--- config.mk ---
export PLATFORM = sky130hd
export DESIGN_NAME = signed_window_scalar_recoder
export DESIGN_NICKNAME = d
export VERILOG_FILES = /design/src/rtl/core/swsr_pkg.sv /design/src/rtl/core/swsr_queue.sv /design/src/rtl/core/swsr_front.sv /design/src/rtl/core/swsr_back.sv /design/src/rtl/core/signed_window_scalar_recoder.sv
export VERILOG_INCLUDE_DIRS = /design/src /design/src/rtl/core
export SDC_FILE = /design/constraint.sdc
export NUM_CORES = 1
export LEC_CHECK = 0
export BUFFER_PORTS_ARGS = -buffer_cell sky130_fd_sc_hd__buf_2
export CORE_UTILIZATION = 50
export CTS_BUF_LIST = sky130_fd_sc_hd__clkbuf_4 sky130_fd_sc_hd__clkbuf_8 sky130_fd_sc_hd__clkbuf_16
export CTS_CLUSTER_DIAMETER = 40
export CTS_CLUSTER_SIZE = 30
export DETAILED_ROUTE_END_ITERATION = 6
export PLACE_DENSITY = 0.69
export SETUP_SLACK_MARGIN = 0.02
export SLEW_MARGIN = 20
export SYNTH_ARGS = -nofsm -noshare
export SYNTH_HDL_FRONTEND = slang
export SYNTH_SLANG_ARGS = --single-unit
--- constraint.sdc ---
create_clock -name clk -period 15.2 [get_ports clk]
set_input_delay 2.28 -clock clk [delete_from_list [all_inputs] [get_ports clk]]
set_output_delay 2.28 -clock clk [all_outputs]
set_load 0.01 [all_outputs]
--- src/rtl/core/signed_window_scalar_recoder_assert.svh ---
// ----------------------------------------------------------------------------
// Assertion macros for the signed window scalar recoder.
// Each macro expects clk and rst_n in the scope where it is used.
// ----------------------------------------------------------------------------
`ifndef SIGNED_WINDOW_SCALAR_RECODER_ASSERT_SVH
`define SIGNED_WINDOW_SCALAR_RECODER_ASSERT_SVH

// consequent checked in the same cycle
`define SWSR_ASSERT_SAME(lbl, ante, cons, msg) \
  lbl: assert property (@(posedge clk) disable iff (!rst_n) (ante) |-> (cons)) \
    else $error(msg);

// consequent checked in the next cycle
`define SWSR_ASSERT_NEXT(lbl, ante, cons, msg) \
  lbl: assert property (@(posedge clk) disable iff (!rst_n) (ante) |=> (cons)) \
    else $error(msg);

`endif

--- src/rtl/core/swsr_pkg.sv ---
// ----------------------------------------------------------------------------
// swsr_pkg
// Types and constants shared by the signed window scalar recoder.
// ----------------------------------------------------------------------------
package swsr_pkg;

  localparam int MAX_BITS_DEF = 256;
  localparam int CFG_W        = 9;
  localparam logic [CFG_W-1:0] SCALAR_BITS_RST = 9'd256;

  // x / 5 == (x * DIV5_MUL) >> DIV5_SHIFT, exact for x well past 1024
  localparam int DIV5_MUL_W = 14;
  localparam logic [DIV5_MUL_W-1:0] DIV5_MUL = 14'd13108;
  localparam int DIV5_SHIFT = 16;

  localparam int WIN_BITS = 6;  // five window bits plus the borrow bit below

  typedef struct packed {
    logic [7:0] scalar_byte;
    logic       last_byte;
  } in_word_t;

  typedef struct packed {
    logic       digit_sign;
    logic [4:0] digit_magnitude;
    logic       last_digit;
  } out_word_t;

  // queue word: byte plus the front's verdict on it
  typedef struct packed {
    logic [7:0] scalar_byte;
    logic       store;
    logic       last;
  } q_entry_t;

  typedef struct packed {
    logic full;
    logic not_empty;
  } q_status_t;

  typedef enum logic {
    BK_IDLE,
    BK_EMIT
  } back_state_t;

endpackage

--- src/rtl/core/swsr_queue.sv ---
// ----------------------------------------------------------------------------
// swsr_queue
// Two-word queue between the byte front end and the recoding back end.
// ----------------------------------------------------------------------------
module swsr_queue (
  input  logic                clk,
  input  logic                rst_n,
  input  logic                push,
  input  swsr_pkg::q_entry_t  push_entry,
  input  logic                pop,
  output swsr_pkg::q_entry_t  head,
  output swsr_pkg::q_status_t status
);

  swsr_pkg::q_entry_t ent_r [2];
  logic       wp_r;
  logic       rp_r;
  logic [1:0] cnt_r;

  always_ff @(posedge clk) begin
    if (push) begin
      ent_r[wp_r] <= push_entry;
    end
  end

  always_ff @(posedge clk) begin
    if (!rst_n) begin
      wp_r  <= 1'b0;
      rp_r  <= 1'b0;
      cnt_r <= 2'd0;
    end else begin
      if (push) begin
        wp_r <= ~wp_r;
      end
      if (pop) begin
        rp_r <= ~rp_r;
      end
      case ({push, pop})
        2'b10:   cnt_r <= cnt_r + 2'd1;
        2'b01:   cnt_r <= cnt_r - 2'd1;
        default: cnt_r <= cnt_r;
      endcase
    end
  end

  assign head             = ent_r[rp_r];
  assign status.full      = cnt_r[1];
  assign status.not_empty = (cnt_r != 2'd0);

endmodule

--- src/rtl/core/swsr_front.sv ---
// ----------------------------------------------------------------------------
// swsr_front
// Takes scalar bytes, decides whether each fits the store, and queues them.
// ----------------------------------------------------------------------------
module swsr_front #(
  parameter int MAX_BITS = swsr_pkg::MAX_BITS_DEF
) (
  input  logic                clk,
  input  logic                rst_n,
  input  logic                start,
  input  swsr_pkg::in_word_t  in_data,
  input  swsr_pkg::q_status_t q_stat,
  output logic                busy,
  output logic                push,
  output swsr_pkg::q_entry_t  push_entry
);

  localparam int STORE_BYTES = (MAX_BITS + 7) / 8;
  localparam int CNT_W       = $clog2(STORE_BYTES + 1);

  logic [CNT_W-1:0] count_r;
  logic [CNT_W-1:0] count_nxt;
  logic             room;

  assign busy = q_stat.full;
  assign push = start && !busy;
  assign room = (count_r < CNT_W'(STORE_BYTES));

  assign push_entry.scalar_byte = in_data.scalar_byte;
  assign push_entry.store       = room;
  assign push_entry.last        = in_data.last_byte;

  always_comb begin
    count_nxt = count_r;
    if (push) begin
      if (in_data.last_byte) begin
        count_nxt = '0;
      end else if (room) begin
        count_nxt = count_r + CNT_W'(1);
      end
    end
  end

  always_ff @(posedge clk) begin
    if (!rst_n) begin
      count_r <= '0;
    end else begin
      count_r <= count_nxt;
    end
  end

endmodule

--- src/rtl/core/swsr_back.sv ---
// ----------------------------------------------------------------------------
// swsr_back
// Byte store, window sequencer and Booth recoder. One digit per cycle,
// most significant window first, through a read stage and a recode stage.
// ----------------------------------------------------------------------------
`include "signed_window_scalar_recoder_assert.svh"

module swsr_back #(
  parameter int MAX_BITS = swsr_pkg::MAX_BITS_DEF
) (
  input  logic                         clk,
  input  logic                         rst_n,
  input  logic                         cfg_we,
  input  logic [swsr_pkg::CFG_W-1:0]   cfg_wdata,
  input  swsr_pkg::q_entry_t           head,
  input  swsr_pkg::q_status_t          q_stat,
  output logic                         pop,
  output logic                         out_valid,
  output swsr_pkg::out_word_t          out_data
);

  localparam int STORE_BYTES = (MAX_BITS + 7) / 8;
  localparam int AW_RAW      = $clog2(STORE_BYTES);
  localparam int AW          = (AW_RAW < 1) ? 1 : AW_RAW;
  localparam int CNT_W       = $clog2(STORE_BYTES + 1);
  localparam int LEN_W       = $clog2(MAX_BITS + 1);
  localparam int LW          = (LEN_W > swsr_pkg::CFG_W) ? LEN_W : swsr_pkg::CFG_W;
  localparam int PW          = LW + 1;
  localparam int WIN_RAW     = $clog2((MAX_BITS - 1) / 5 + 1);
  localparam int WIN_W       = (WIN_RAW < 1) ? 1 : WIN_RAW;
  localparam int PROD_W      = LW + swsr_pkg::DIV5_MUL_W;
  localparam int NB          = swsr_pkg::WIN_BITS;

  function automatic swsr_pkg::out_word_t booth(input logic [NB-1:0] b, input logic lst);
    swsr_pkg::out_word_t r;
    logic [NB-1:0] v;
    v                 = b[NB-1] ? ~b : b;
    r.digit_sign      = b[NB-1];
    r.digit_magnitude = 5'({1'b0, v[4:1]}) + 5'(v[0]);
    r.last_digit      = lst;
    return r;
  endfunction

  // configuration
  logic [swsr_pkg::CFG_W-1:0] scalar_bits_r;

  always_ff @(posedge clk) begin
    if (!rst_n) begin
      scalar_bits_r <= swsr_pkg::SCALAR_BITS_RST;
    end else if (cfg_we) begin
      scalar_bits_r <= cfg_wdata;
    end
  end

  logic [LW-1:0]     len;
  logic [LW-1:0]     cfg_ext;
  logic [PROD_W-1:0] prod;
  logic [WIN_W-1:0]  top;

  assign cfg_ext = LW'(scalar_bits_r);
  assign len     = (cfg_ext > LW'(MAX_BITS)) ? LW'(MAX_BITS) : cfg_ext;
  assign prod    = PROD_W'(len - LW'(1)) * PROD_W'(swsr_pkg::DIV5_MUL);
  assign top     = prod[swsr_pkg::DIV5_SHIFT +: WIN_W];

  // sequencer
  swsr_pkg::back_state_t state_r, state_nxt;
  logic [WIN_W-1:0] win_r, win_nxt;
  logic [CNT_W-1:0] fill_r, fill_nxt;
  logic             issue;
  logic             wr_en;

  assign pop   = (state_r == swsr_pkg::BK_IDLE) && q_stat.not_empty;
  assign wr_en = pop && head.store;

  always_ff @(posedge clk) begin
    if (!rst_n) begin
      state_r <= swsr_pkg::BK_IDLE;
    end else begin
      state_r <= state_nxt;
    end
  end

  always_comb begin
    state_nxt = state_r;
    win_nxt   = win_r;
    fill_nxt  = fill_r;
    issue     = 1'b0;
    case (state_r)
      swsr_pkg::BK_IDLE: begin
        if (pop) begin
          if (head.store) begin
            fill_nxt = fill_r + CNT_W'(1);
          end
          if (head.last) begin
            if (len == '0) begin
              fill_nxt = '0;
            end else begin
              win_nxt   = top;
              state_nxt = swsr_pkg::BK_EMIT;
            end
          end
        end
      end
      swsr_pkg::BK_EMIT: begin
        issue = 1'b1;
        if (win_r == '0) begin
          fill_nxt  = '0;
          state_nxt = swsr_pkg::BK_IDLE;
        end else begin
          win_nxt = win_r - WIN_W'(1);
        end
      end
      default: begin
        state_nxt = swsr_pkg::BK_IDLE;
      end
    endcase
  end

  always_ff @(posedge clk) begin
    if (!rst_n) begin
      fill_r <= '0;
      win_r  <= '0;
    end else begin
      fill_r <= fill_nxt;
      win_r  <= win_nxt;
    end
  end

  // window addressing: bits pos-1 .. pos+4 span at most two bytes
  logic [PW-1:0]   pos;
  logic [PW-1:0]   lo;
  logic [PW-1:0]   ix0;
  logic [PW-1:0]   ix1;
  logic            lo_ok;
  logic            hi_ok;
  logic [NB-1:0]   keep;

  assign pos   = PW'({win_r, 2'b00}) + PW'(win_r);
  assign lo    = pos - PW'(1);  // wraps to all ones for window 0: offset 7
  assign ix0   = lo >> 3;
  assign ix1   = (pos + PW'(4)) >> 3;
  assign lo_ok = (win_r != '0) && (ix0 < PW'(fill_r));
  assign hi_ok = (ix1 < PW'(fill_r));

  always_comb begin
    for (int i = 0; i < NB; i++) begin
      keep[i] = ((PW + 1)'(pos) + (PW + 1)'(i)) < ((PW + 1)'(len) + (PW + 1)'(1));
    end
    if (win_r == '0) begin
      keep[0] = 1'b0;
    end
  end

  // store
  logic [7:0] mem [STORE_BYTES];
  logic [7:0] rd0_r;
  logic [7:0] rd1_r;

  always_ff @(posedge clk) begin
    if (wr_en) begin
      mem[fill_r[AW-1:0]] <= head.scalar_byte;
    end
  end

  always_ff @(posedge clk) begin
    rd0_r <= mem[ix0[AW-1:0]];
    rd1_r <= mem[ix1[AW-1:0]];
  end

  // read stage
  logic          s1_valid_r;
  logic [2:0]    s1_off_r;
  logic          s1_lo_ok_r;
  logic          s1_hi_ok_r;
  logic [NB-1:0] s1_keep_r;
  logic          s1_last_r;

  always_ff @(posedge clk) begin
    if (!rst_n) begin
      s1_valid_r <= 1'b0;
    end else begin
      s1_valid_r <= issue;
    end
  end

  always_ff @(posedge clk) begin
    s1_off_r   <= lo[2:0];
    s1_lo_ok_r <= lo_ok;
    s1_hi_ok_r <= hi_ok;
    s1_keep_r  <= keep;
    s1_last_r  <= (win_r == '0);
  end

  // recode stage
  logic [15:0]         pair;
  logic [15:0]         shifted;
  logic [NB-1:0]       bits;
  logic                out_valid_r;
  swsr_pkg::out_word_t out_data_r;

  // unloaded or out-of-range bytes read as zero
  assign pair    = {s1_hi_ok_r ? rd1_r : 8'h00, s1_lo_ok_r ? rd0_r : 8'h00};
  assign shifted = pair >> s1_off_r;
  assign bits    = shifted[NB-1:0] & s1_keep_r;

  always_ff @(posedge clk) begin
    if (!rst_n) begin
      out_valid_r <= 1'b0;
    end else begin
      out_valid_r <= s1_valid_r;
    end
  end

  always_ff @(posedge clk) begin
    out_data_r <= booth(bits, s1_last_r);
  end

  assign out_valid = out_valid_r;
  assign out_data  = out_data_r;

  `SWSR_ASSERT_SAME(a_fill_range, 1'b1, fill_r <= CNT_W'(STORE_BYTES), "fill count past store size")
  `SWSR_ASSERT_NEXT(a_emit_end, (state_r == swsr_pkg::BK_EMIT) && (win_r == '0), (state_r == swsr_pkg::BK_IDLE) && (fill_r == '0), "store not released after last window")
  `SWSR_ASSERT_NEXT(a_pipe_flow, s1_valid_r, out_valid_r, "read stage digit lost")
  `SWSR_ASSERT_SAME(a_mag_range, out_valid_r, out_data_r.digit_magnitude <= 5'd16, "digit magnitude above 16")
  `SWSR_ASSERT_NEXT(a_gap_after_last, out_valid_r && out_data_r.last_digit, !out_valid_r, "digit right after last digit")

endmodule

--- src/rtl/core/signed_window_scalar_recoder.sv ---
// ----------------------------------------------------------------------------
// signed_window_scalar_recoder
// Loads a scalar byte-wise and emits Booth-recoded signed 5-bit window digits.
// ----------------------------------------------------------------------------
// Bytes enter least significant first with start, one per cycle while busy is
// low; busy rises when the two-word queue in front of the store is full, which
// happens while a scalar's digits are being produced. The byte marked last
// starts emission: ceil(len/5) digits, len = min(scalar_bits, MAX_BITS), most
// significant window first, one per cycle on out_valid, the first appearing
// after the last byte leaves the queue, through the emit state, the read
// stage and the recode stage. A digit is shown for a single cycle and cannot
// be stalled. A single-write, two-read byte store feeds the one-digit-
// per-cycle recoder. Write scalar_bits only while no scalar is in flight.
module signed_window_scalar_recoder #(
  parameter int MAX_BITS = swsr_pkg::MAX_BITS_DEF
) (
  input  logic                       clk,
  input  logic                       rst_n,
  input  logic                       start,
  output logic                       busy,
  input  swsr_pkg::in_word_t         in_data,
  output logic                       out_valid,
  output swsr_pkg::out_word_t        out_data,
  input  logic                       cfg_we,
  input  logic [swsr_pkg::CFG_W-1:0] cfg_wdata
);

  logic                push;
  logic                pop;
  swsr_pkg::q_entry_t  push_entry;
  swsr_pkg::q_entry_t  head;
  swsr_pkg::q_status_t q_stat;

  swsr_front #(
    .MAX_BITS(MAX_BITS)
  ) u_front (
    .clk        (clk),
    .rst_n      (rst_n),
    .start      (start),
    .in_data    (in_data),
    .q_stat     (q_stat),
    .busy       (busy),
    .push       (push),
    .push_entry (push_entry)
  );

  swsr_queue u_queue (
    .clk        (clk),
    .rst_n      (rst_n),
    .push       (push),
    .push_entry (push_entry),
    .pop        (pop),
    .head       (head),
    .status     (q_stat)
  );

  swsr_back #(
    .MAX_BITS(MAX_BITS)
  ) u_back (
    .clk       (clk),
    .rst_n     (rst_n),
    .cfg_we    (cfg_we),
    .cfg_wdata (cfg_wdata),
    .head      (head),
    .q_stat    (q_stat),
    .pop       (pop),
    .out_valid (out_valid),
    .out_data  (out_data)
  );

endmodule
== Yosys cells after proc, flatten, opt, wreduce, memory -nomap -nowiden ==
Memories as Yosys holds them, arrays and structs flattened. A register that Yosys moved wholly into a read port is not among the register bits.
Index checks and enable logic that the tools add are counted.
Widths: inputs -> output; s select.

* Add/sub/neg operators: 16
* Multipliers: 1
* Order comparisons: 10
* Eq/ne operators: 7
* Shift-type cells: 1
* Multiplexer cells: 30
* Bitwise operators: 5
* Reductions and logical operators: 14

{| class="wikitable"
|+ Operators by type and width
! kind !! count
|-
| $mux 6 || 11
|-
| $lt 11x11->1 || 5
|-
| $pmux 6 s2 || 2
|-
| $mul 23x12->20 const B || 1
|-
| $add 10x2->11 const B || 2
|-
| $add 10x3->11 const B || 2
|-
| $mux 8 || 2
|-
| $shr 16x3->6 || 1
|-
| $lt 7x6->1 || 2
|-
| $add 6x1->6 const B || 2
|-
| $add 10x1->11 const B || 1
|-
| $lt 10x11->1 || 1
|-
| $mux 1 || 11
|-
| $add 10x3->10 const B || 1
|-
| $add 9x1->10 const B || 1
|-
| $sub 10x1->10 const B || 1
|-
| $sub 9x1->10 const B || 1
|-
| $add 8x6->9 || 1
|-
| $gt 9x9->1 const B || 1
|-
| $logic_not 9->1 || 1
|-
| $mux 9 || 1
|-
| $ne 2x2->1 const B || 4
|-
| $and 6x6->6 || 1
|-
| $logic_not 6->1 || 1
|-
| other kinds (19) || 27
|}

* Register bits after elaboration: 53
* Memory bits (writable): 276
* Output and inout port bits: 9
* Logic and storage cells: 105
* Memories: 2

{| class="wikitable"
|+ Memory list
! name !! depth !! width !! read ports !! clocked after Yosys merged registers in !! wr ports !! line !! RTL
|-
| u_back.mem || 32 || 8 || 2 || 2 || 1 || swsr_back.sv:155 || <nowiki>logic [7:0] mem [STORE_BYTES];</nowiki>
|-
| u_queue.ent_r || 2 || 10 || 1 || 1 || 1 || swsr_queue.sv:15 || <nowiki>swsr_pkg::q_entry_t ent_r [2];</nowiki>
|}

== Depth between registers and ports, before layout ==
* Word-level depth: 8
* Mapped depth: 25
* Mapped depth without buffers: 24

== Hierarchy ==
From an unflattened synthesis, not the netlist that was laid out.

* Cell total of the unflattened synthesis: 1555
* Area, all modules: 19613.8 µm²

{| class="wikitable"
|+ By module, submodules not included
! module !! times used !! cells each !! area an instance (µm²)
|-
| swsr_back || 1 || 1456 || 18287.5
|-
| swsr_queue || 1 || 53 || 935.9
|-
| swsr_front || 1 || 46 || 390.4
|}

== Worst setup path before layout ==
Ideal clock, no wire load.

* Path kind: register to register
* Start point: reg u_back.scalar_bits_r, in the netlist u_back.cfg_ext[3]
* End point: reg u_back.win_r[5]
* Library setup time: 0.086 ns
* Data arrival time: 5.755 ns
* Data required time: 15.114 ns
* Path slack: 9.360 ns
* Stages on the path, launching flop included: 21
* Path through: dfxtp_1 > clkbuf_1 > nor4_1 > nor2b_1 > nand2_1 > nor3_1 > ha_1 > clkbuf_1 > xor2_1 > fa_1 > fa_1 > inv_1 > fa_1 > inv_1 > ha_1 > a21o_1 > a21o_1 > a41o_1 > a31oi_1 > xnor2_1 > a211oi_1

* Word-level cells in the longest chain between the ends: 8
* Elaborated cells between the ends (all ways): 11
* Those cells by class: 1 x add/sub; 1 x mul; 1 x order compare; 1 x eq/ne; 5 x mux; 2 x reduce/logical

{| class="wikitable"
|+ Ends and longest elaborated chain
! element !! line !! RTL
|-
| from (decl) || swsr_back.sv:45 || <nowiki>logic [swsr_pkg::CFG_W-1:0] scalar_bits_r;</nowiki>
|-
| from (signal assigned) || swsr_back.sv:49 || <nowiki>scalar_bits_r <= swsr_pkg::SCALAR_BITS_RST;</nowiki>
|-
| from (signal assigned) || swsr_back.sv:51 || <nowiki>scalar_bits_r <= cfg_wdata;</nowiki>
|-
| $gt 9x9->1 || swsr_back.sv:61 || <nowiki>assign len = (cfg_ext > LW'(MAX_BITS)) ? LW'(MAX_BITS) : cfg_ext;</nowiki>
|-
| $mux 9 (*) || swsr_back.sv:61 ||
|-
| $sub 9x1->10 || swsr_back.sv:62 || <nowiki>assign prod = PROD_W'(len - LW'(1)) * PROD_W'(swsr_pkg::DIV5_MUL);</nowiki>
|-
| $mul 23x12->20 || swsr_back.sv:62 ||
|-
| $mux 6 || swsr_back.sv:95 || <nowiki>if (len == '0) begin</nowiki>
|-
| $mux 6 || swsr_back.sv:94 || <nowiki>if (head.last) begin</nowiki>
|-
| $mux 6 || swsr_back.sv:90 || <nowiki>if (pop) begin</nowiki>
|-
| $pmux 6 s2 || swsr_back.sv:88 || <nowiki>case (state_r)</nowiki>
|-
| to (signal assigned) || swsr_back.sv:125 || <nowiki>win_r <= win_nxt;</nowiki>
|-
| to (decl) || swsr_back.sv:67 || <nowiki>logic [WIN_W-1:0] win_r, win_nxt;</nowiki>
|}

Every way passes the cells marked *; elsewhere a longest branch is shown, timed or not. The select of a mux whose other input is x is not followed.
A chain may end at the register's enable or synchronous reset.

== Worst setup path in the final report ==
* Start point: reg u_back.scalar_bits_r, in the netlist u_back.cfg_ext[8]
* End point: reg u_back.win_r[3]

Same word-level chain as after synthesis.

==> results.json <==
{
  "fin_skew_ns": 0.0283,
  "rsz0062_at_grt": "false",
  "cts_tree": "built",
  "slew_viol_final": 0,
  "holdCritPathClass": "flip-flop to flip-flop",
  "worstSetupPathType": "flip-flop to flip-flop",
  "gr-usage-all-layers": 0.232,
  "report.final.hold_viol_count": 0,
  "ys.flop_type": "edfxtp_1",
  "synthCells": 1429,
  "ctsResizeCount": 0,
  "dpl.hpwl_um": 29800,
  "grt_max_degree": 46,
  "drt_iter0_drc": 867,
  "overflow": 0,
  "run_status": "finished, violations left",
  "antenna_left": 0,
  "ios": 31,
  "portBuffers": 30,
  "worstPathRequired_ns": 15.66,
  "clk_pin_slew_worst_paths_ns": 0.05,
  "cts_max_level": 2,
  "fin_crit_sh": 0.410,
  "grt_pass1_wl_um": 69000,
  "diodes": 0,
  "end_kind": "flip-flop",
  "clock_latency_ns": 0.59,
  "finalSetupViolCount": 0,
  "fin_crit_ns": 6.23,
  "numCtsBuffers": 46,
  "synth-seq-area-share": 0.495,
  "die_area_um2": 39700,
  "cts_hold_buf": 0,
  "yosysUniqueCellTypes": 71,
  "violations": "design-rule violations",
  "die_y_um": 199,
  "ys_ff_latch": 343,
  "drive_gt1_frac": 0.186,
  "cts_setup_buffers": 0,
  "num_rows": 71,
  "ys_async_sr_fraction": 0,
  "drtPass1Iterations": 7,
  "relSlewSlack": 0.238,
  "via_per_inst": 5.87,
  "cp-start-kind": "flip-flop",
  "max-cap-violations": 0,
  "cts_sinks": 343,
  "drt-wirelength-per-cell_um": 21.6,
  "coreArea_um2": 37900,
  "grt_pass1_vias": 12004,
  "die_w_um": 199,
  "drc_errors": 1,
  "tightestPinTransition_ns": 1.14,
  "cts-root-buf": "clkbuf_16",
  "final.setup.tns_ns": 0,
  "syn_to_final_growth_pct": 11.6,
  "yosys_warnings": 0,
  "max_freq_ghz": 0.160,
  "antenna_found_initial": 0,
  "routed_wl_um": 43500,
  "syn_area_um2": 19500,
  "fillers": 3031,
  "clockBufferDepth": 3,
  "place.gp.congestion": 0.882,
  "synth_edf_count": 276,
  "crit_arrival_ns": 6.69,
  "initial_core_util": 0.513,
  "via_count": 11831,
  "avgSynthCellArea_um2": 13.6,
  "nets": 1671,
  "crit_fanout": 11
}
## cell usage after synthesis (5+ instances only)
| master | instances | area, µm² |
|---|---|---|
| o21ai_0 | 44 | 220 |
| a2111oi_0 | 6 | 52.6 |
| a21oi_1 | 42 | 210 |
| xnor2_1 | 52 | 455 |
| xor2_1 | 15 | 131 |
| nand4_1 | 6 | 37.5 |
| nor2b_1 | 31 | 194 |
| nand2_1 | 78 | 293 |
| ha_1 | 148 | 1850 |
| and2_1 | 13 | 81.3 |
| a211o_1 | 9 | 78.8 |
| a22oi_1 | 10 | 75.1 |
| o211ai_1 | 7 | 52.6 |
| nand2b_1 | 17 | 106 |
| edfxtp_1 | 276 | 8290 |
| nand3_1 | 21 | 105 |
| mux4_2 | 111 | 2500 |
| a21o_1 | 23 | 173 |
| a31oi_1 | 5 | 31.3 |
| nor4_1 | 5 | 31.3 |
| fa_1 | 36 | 721 |
| inv_1 | 124 | 465 |
| buf_2 | 21 | 105 |
| mux2i_1 | 34 | 340 |
| dfxtp_1 | 67 | 1340 |
| nor3_1 | 13 | 65.1 |
| nor2_1 | 77 | 289 |
| clkbuf_1 | 35 | 131 |
| o21a_1 | 9 | 67.6 |
| o221ai_1 | 9 | 78.8 |
| mux2_2 | 18 | 203 |
## area by class of cell
type	instances	area [µm²]	share of cell area
sequential	343	9630	0.444
multi-input combinational	909	9150	0.421
clock buffer	52	1230	0.0568
tap	511	639	0.0294
inverter	127	482	0.0222
clock inverter	34	373	0.0172
timing repair buffer	38	210	0.00968
## worst paths after layout
check,end,depth (start not counted),start,slack (ns)
min,u_back.out_data[0],0,u_back.s1_last_r,0.32
max reg2reg,u_back.win_r[3],21,u_back.cfg_ext[8],8.97
min reg2reg,u_back.out_data[0],0,u_back.s1_last_r,0.32
max,u_back.win_r[3],21,u_back.cfg_ext[8],8.97
## worst max-delay path, cell delays in order, from the launching register on
cell       delay, ns
dfxtp_1         0.53
nand2b_1        0.38
ha_1            0.33
inv_1           0.17
o311ai_0        0.35
nand2_1         0.24
ha_1            0.37
ha_1            0.29
inv_1           0.05
fa_1            0.53
inv_1           0.05
fa_1            0.53
inv_1           0.06
fa_1            0.53
inv_1           0.04
ha_1            0.28
o2111ai_1       0.12
o21ai_0         0.47
a21oi_1         0.23
o21bai_1        0.26
nor3_1          0.07
o221a_2         0.24
## flip-flops by register name, indices dropped and copies added, names as in the netlist, 2 cells and up, named ones only
register / count
u_back.mem: 256
u_queue.ent_r: 20
u_back.cfg_ext: 9
u_back.rd0_r: 8
u_back.out_data: 7
u_back.fill_r: 6
u_back.s1_keep_r: 6
u_back.win_r: 6
u_front.count_r: 6
u_back.rd1_r: 5
u_back.s1_off_r: 3
u_queue.cnt_r: 2
## cell usage in the layout, fill, tap and decap left out, types with 7 or more instances in the layout
cell type / Yosys / routed
conb_1: 2 / 10
buf_4: 1 / 8
buf_2: 21 / 30
and2_1: 13 / 13
mux4_2: 111 / 111
o21a_1: 9 / 9
clkbuf_16: 0 / 47
a21o_1: 23 / 23
nand2_1: 78 / 78
inv_1: 124 / 124
a21oi_1: 42 / 42
ha_1: 148 / 147
nor2b_1: 31 / 31
xnor2_1: 52 / 51
mux2i_1: 34 / 34
dfxtp_1: 67 / 67
o211ai_1: 7 / 7
o221ai_1: 9 / 9
nor3_1: 13 / 13
mux2_2: 18 / 18
nor2_1: 77 / 77
inv_6: 0 / 9
a211o_1: 9 / 9
nand2b_1: 17 / 17
o21ai_0: 44 / 43
nand3_1: 21 / 21
fa_1: 36 / 36
a22oi_1: 10 / 10
xor2_1: 15 / 15
edfxtp_1: 276 / 276
## layer usage
layer	global-route usage	routed length, µm	vias to the layer above	share of wire
met3	0.0373	2710	90	0.062
met2	0.388	21400	441	0.49
met5	0	0	-	0
met4	0.0866	1290	0	0.030
li1	-	-	5403	-
met1	0.306	18200	5897	0.42
## logic make-up (layout without fill, tap and decap cells)
logic type,Yosys count,after routing,synth area share
adders and majority gates,184,184,0.132
xor gates and xnor gates,76,76,0.0416
DFF,343,343,0.495
other,2,10,0.000386
AOI/OAI and AO/OA,194,194,0.0667
muxes,163,163,0.156
and+or+nand+nor,282,282,0.0701
buffers and inverters,185,251,0.0375
## per-stage QoR
stage                util  cells  instance area, µm²  hold slack [ns]  setup WS [ns]
finish              0.572   2014               21700            0.324           8.97
global route        0.572   2014               21700            0.340           8.48
CTS                 0.572   2014               21700            0.326           8.97
detailed placement  0.530   1928               20100            0.314           8.99
global placement    0.530   1928               20100            0.312           9.24
floorplan               -   1437               19500            0.310           9.36
Power is left out: the tool's default activity adds up to more than one toggle a clock period on the data nets, which glitch-free logic cannot reach.
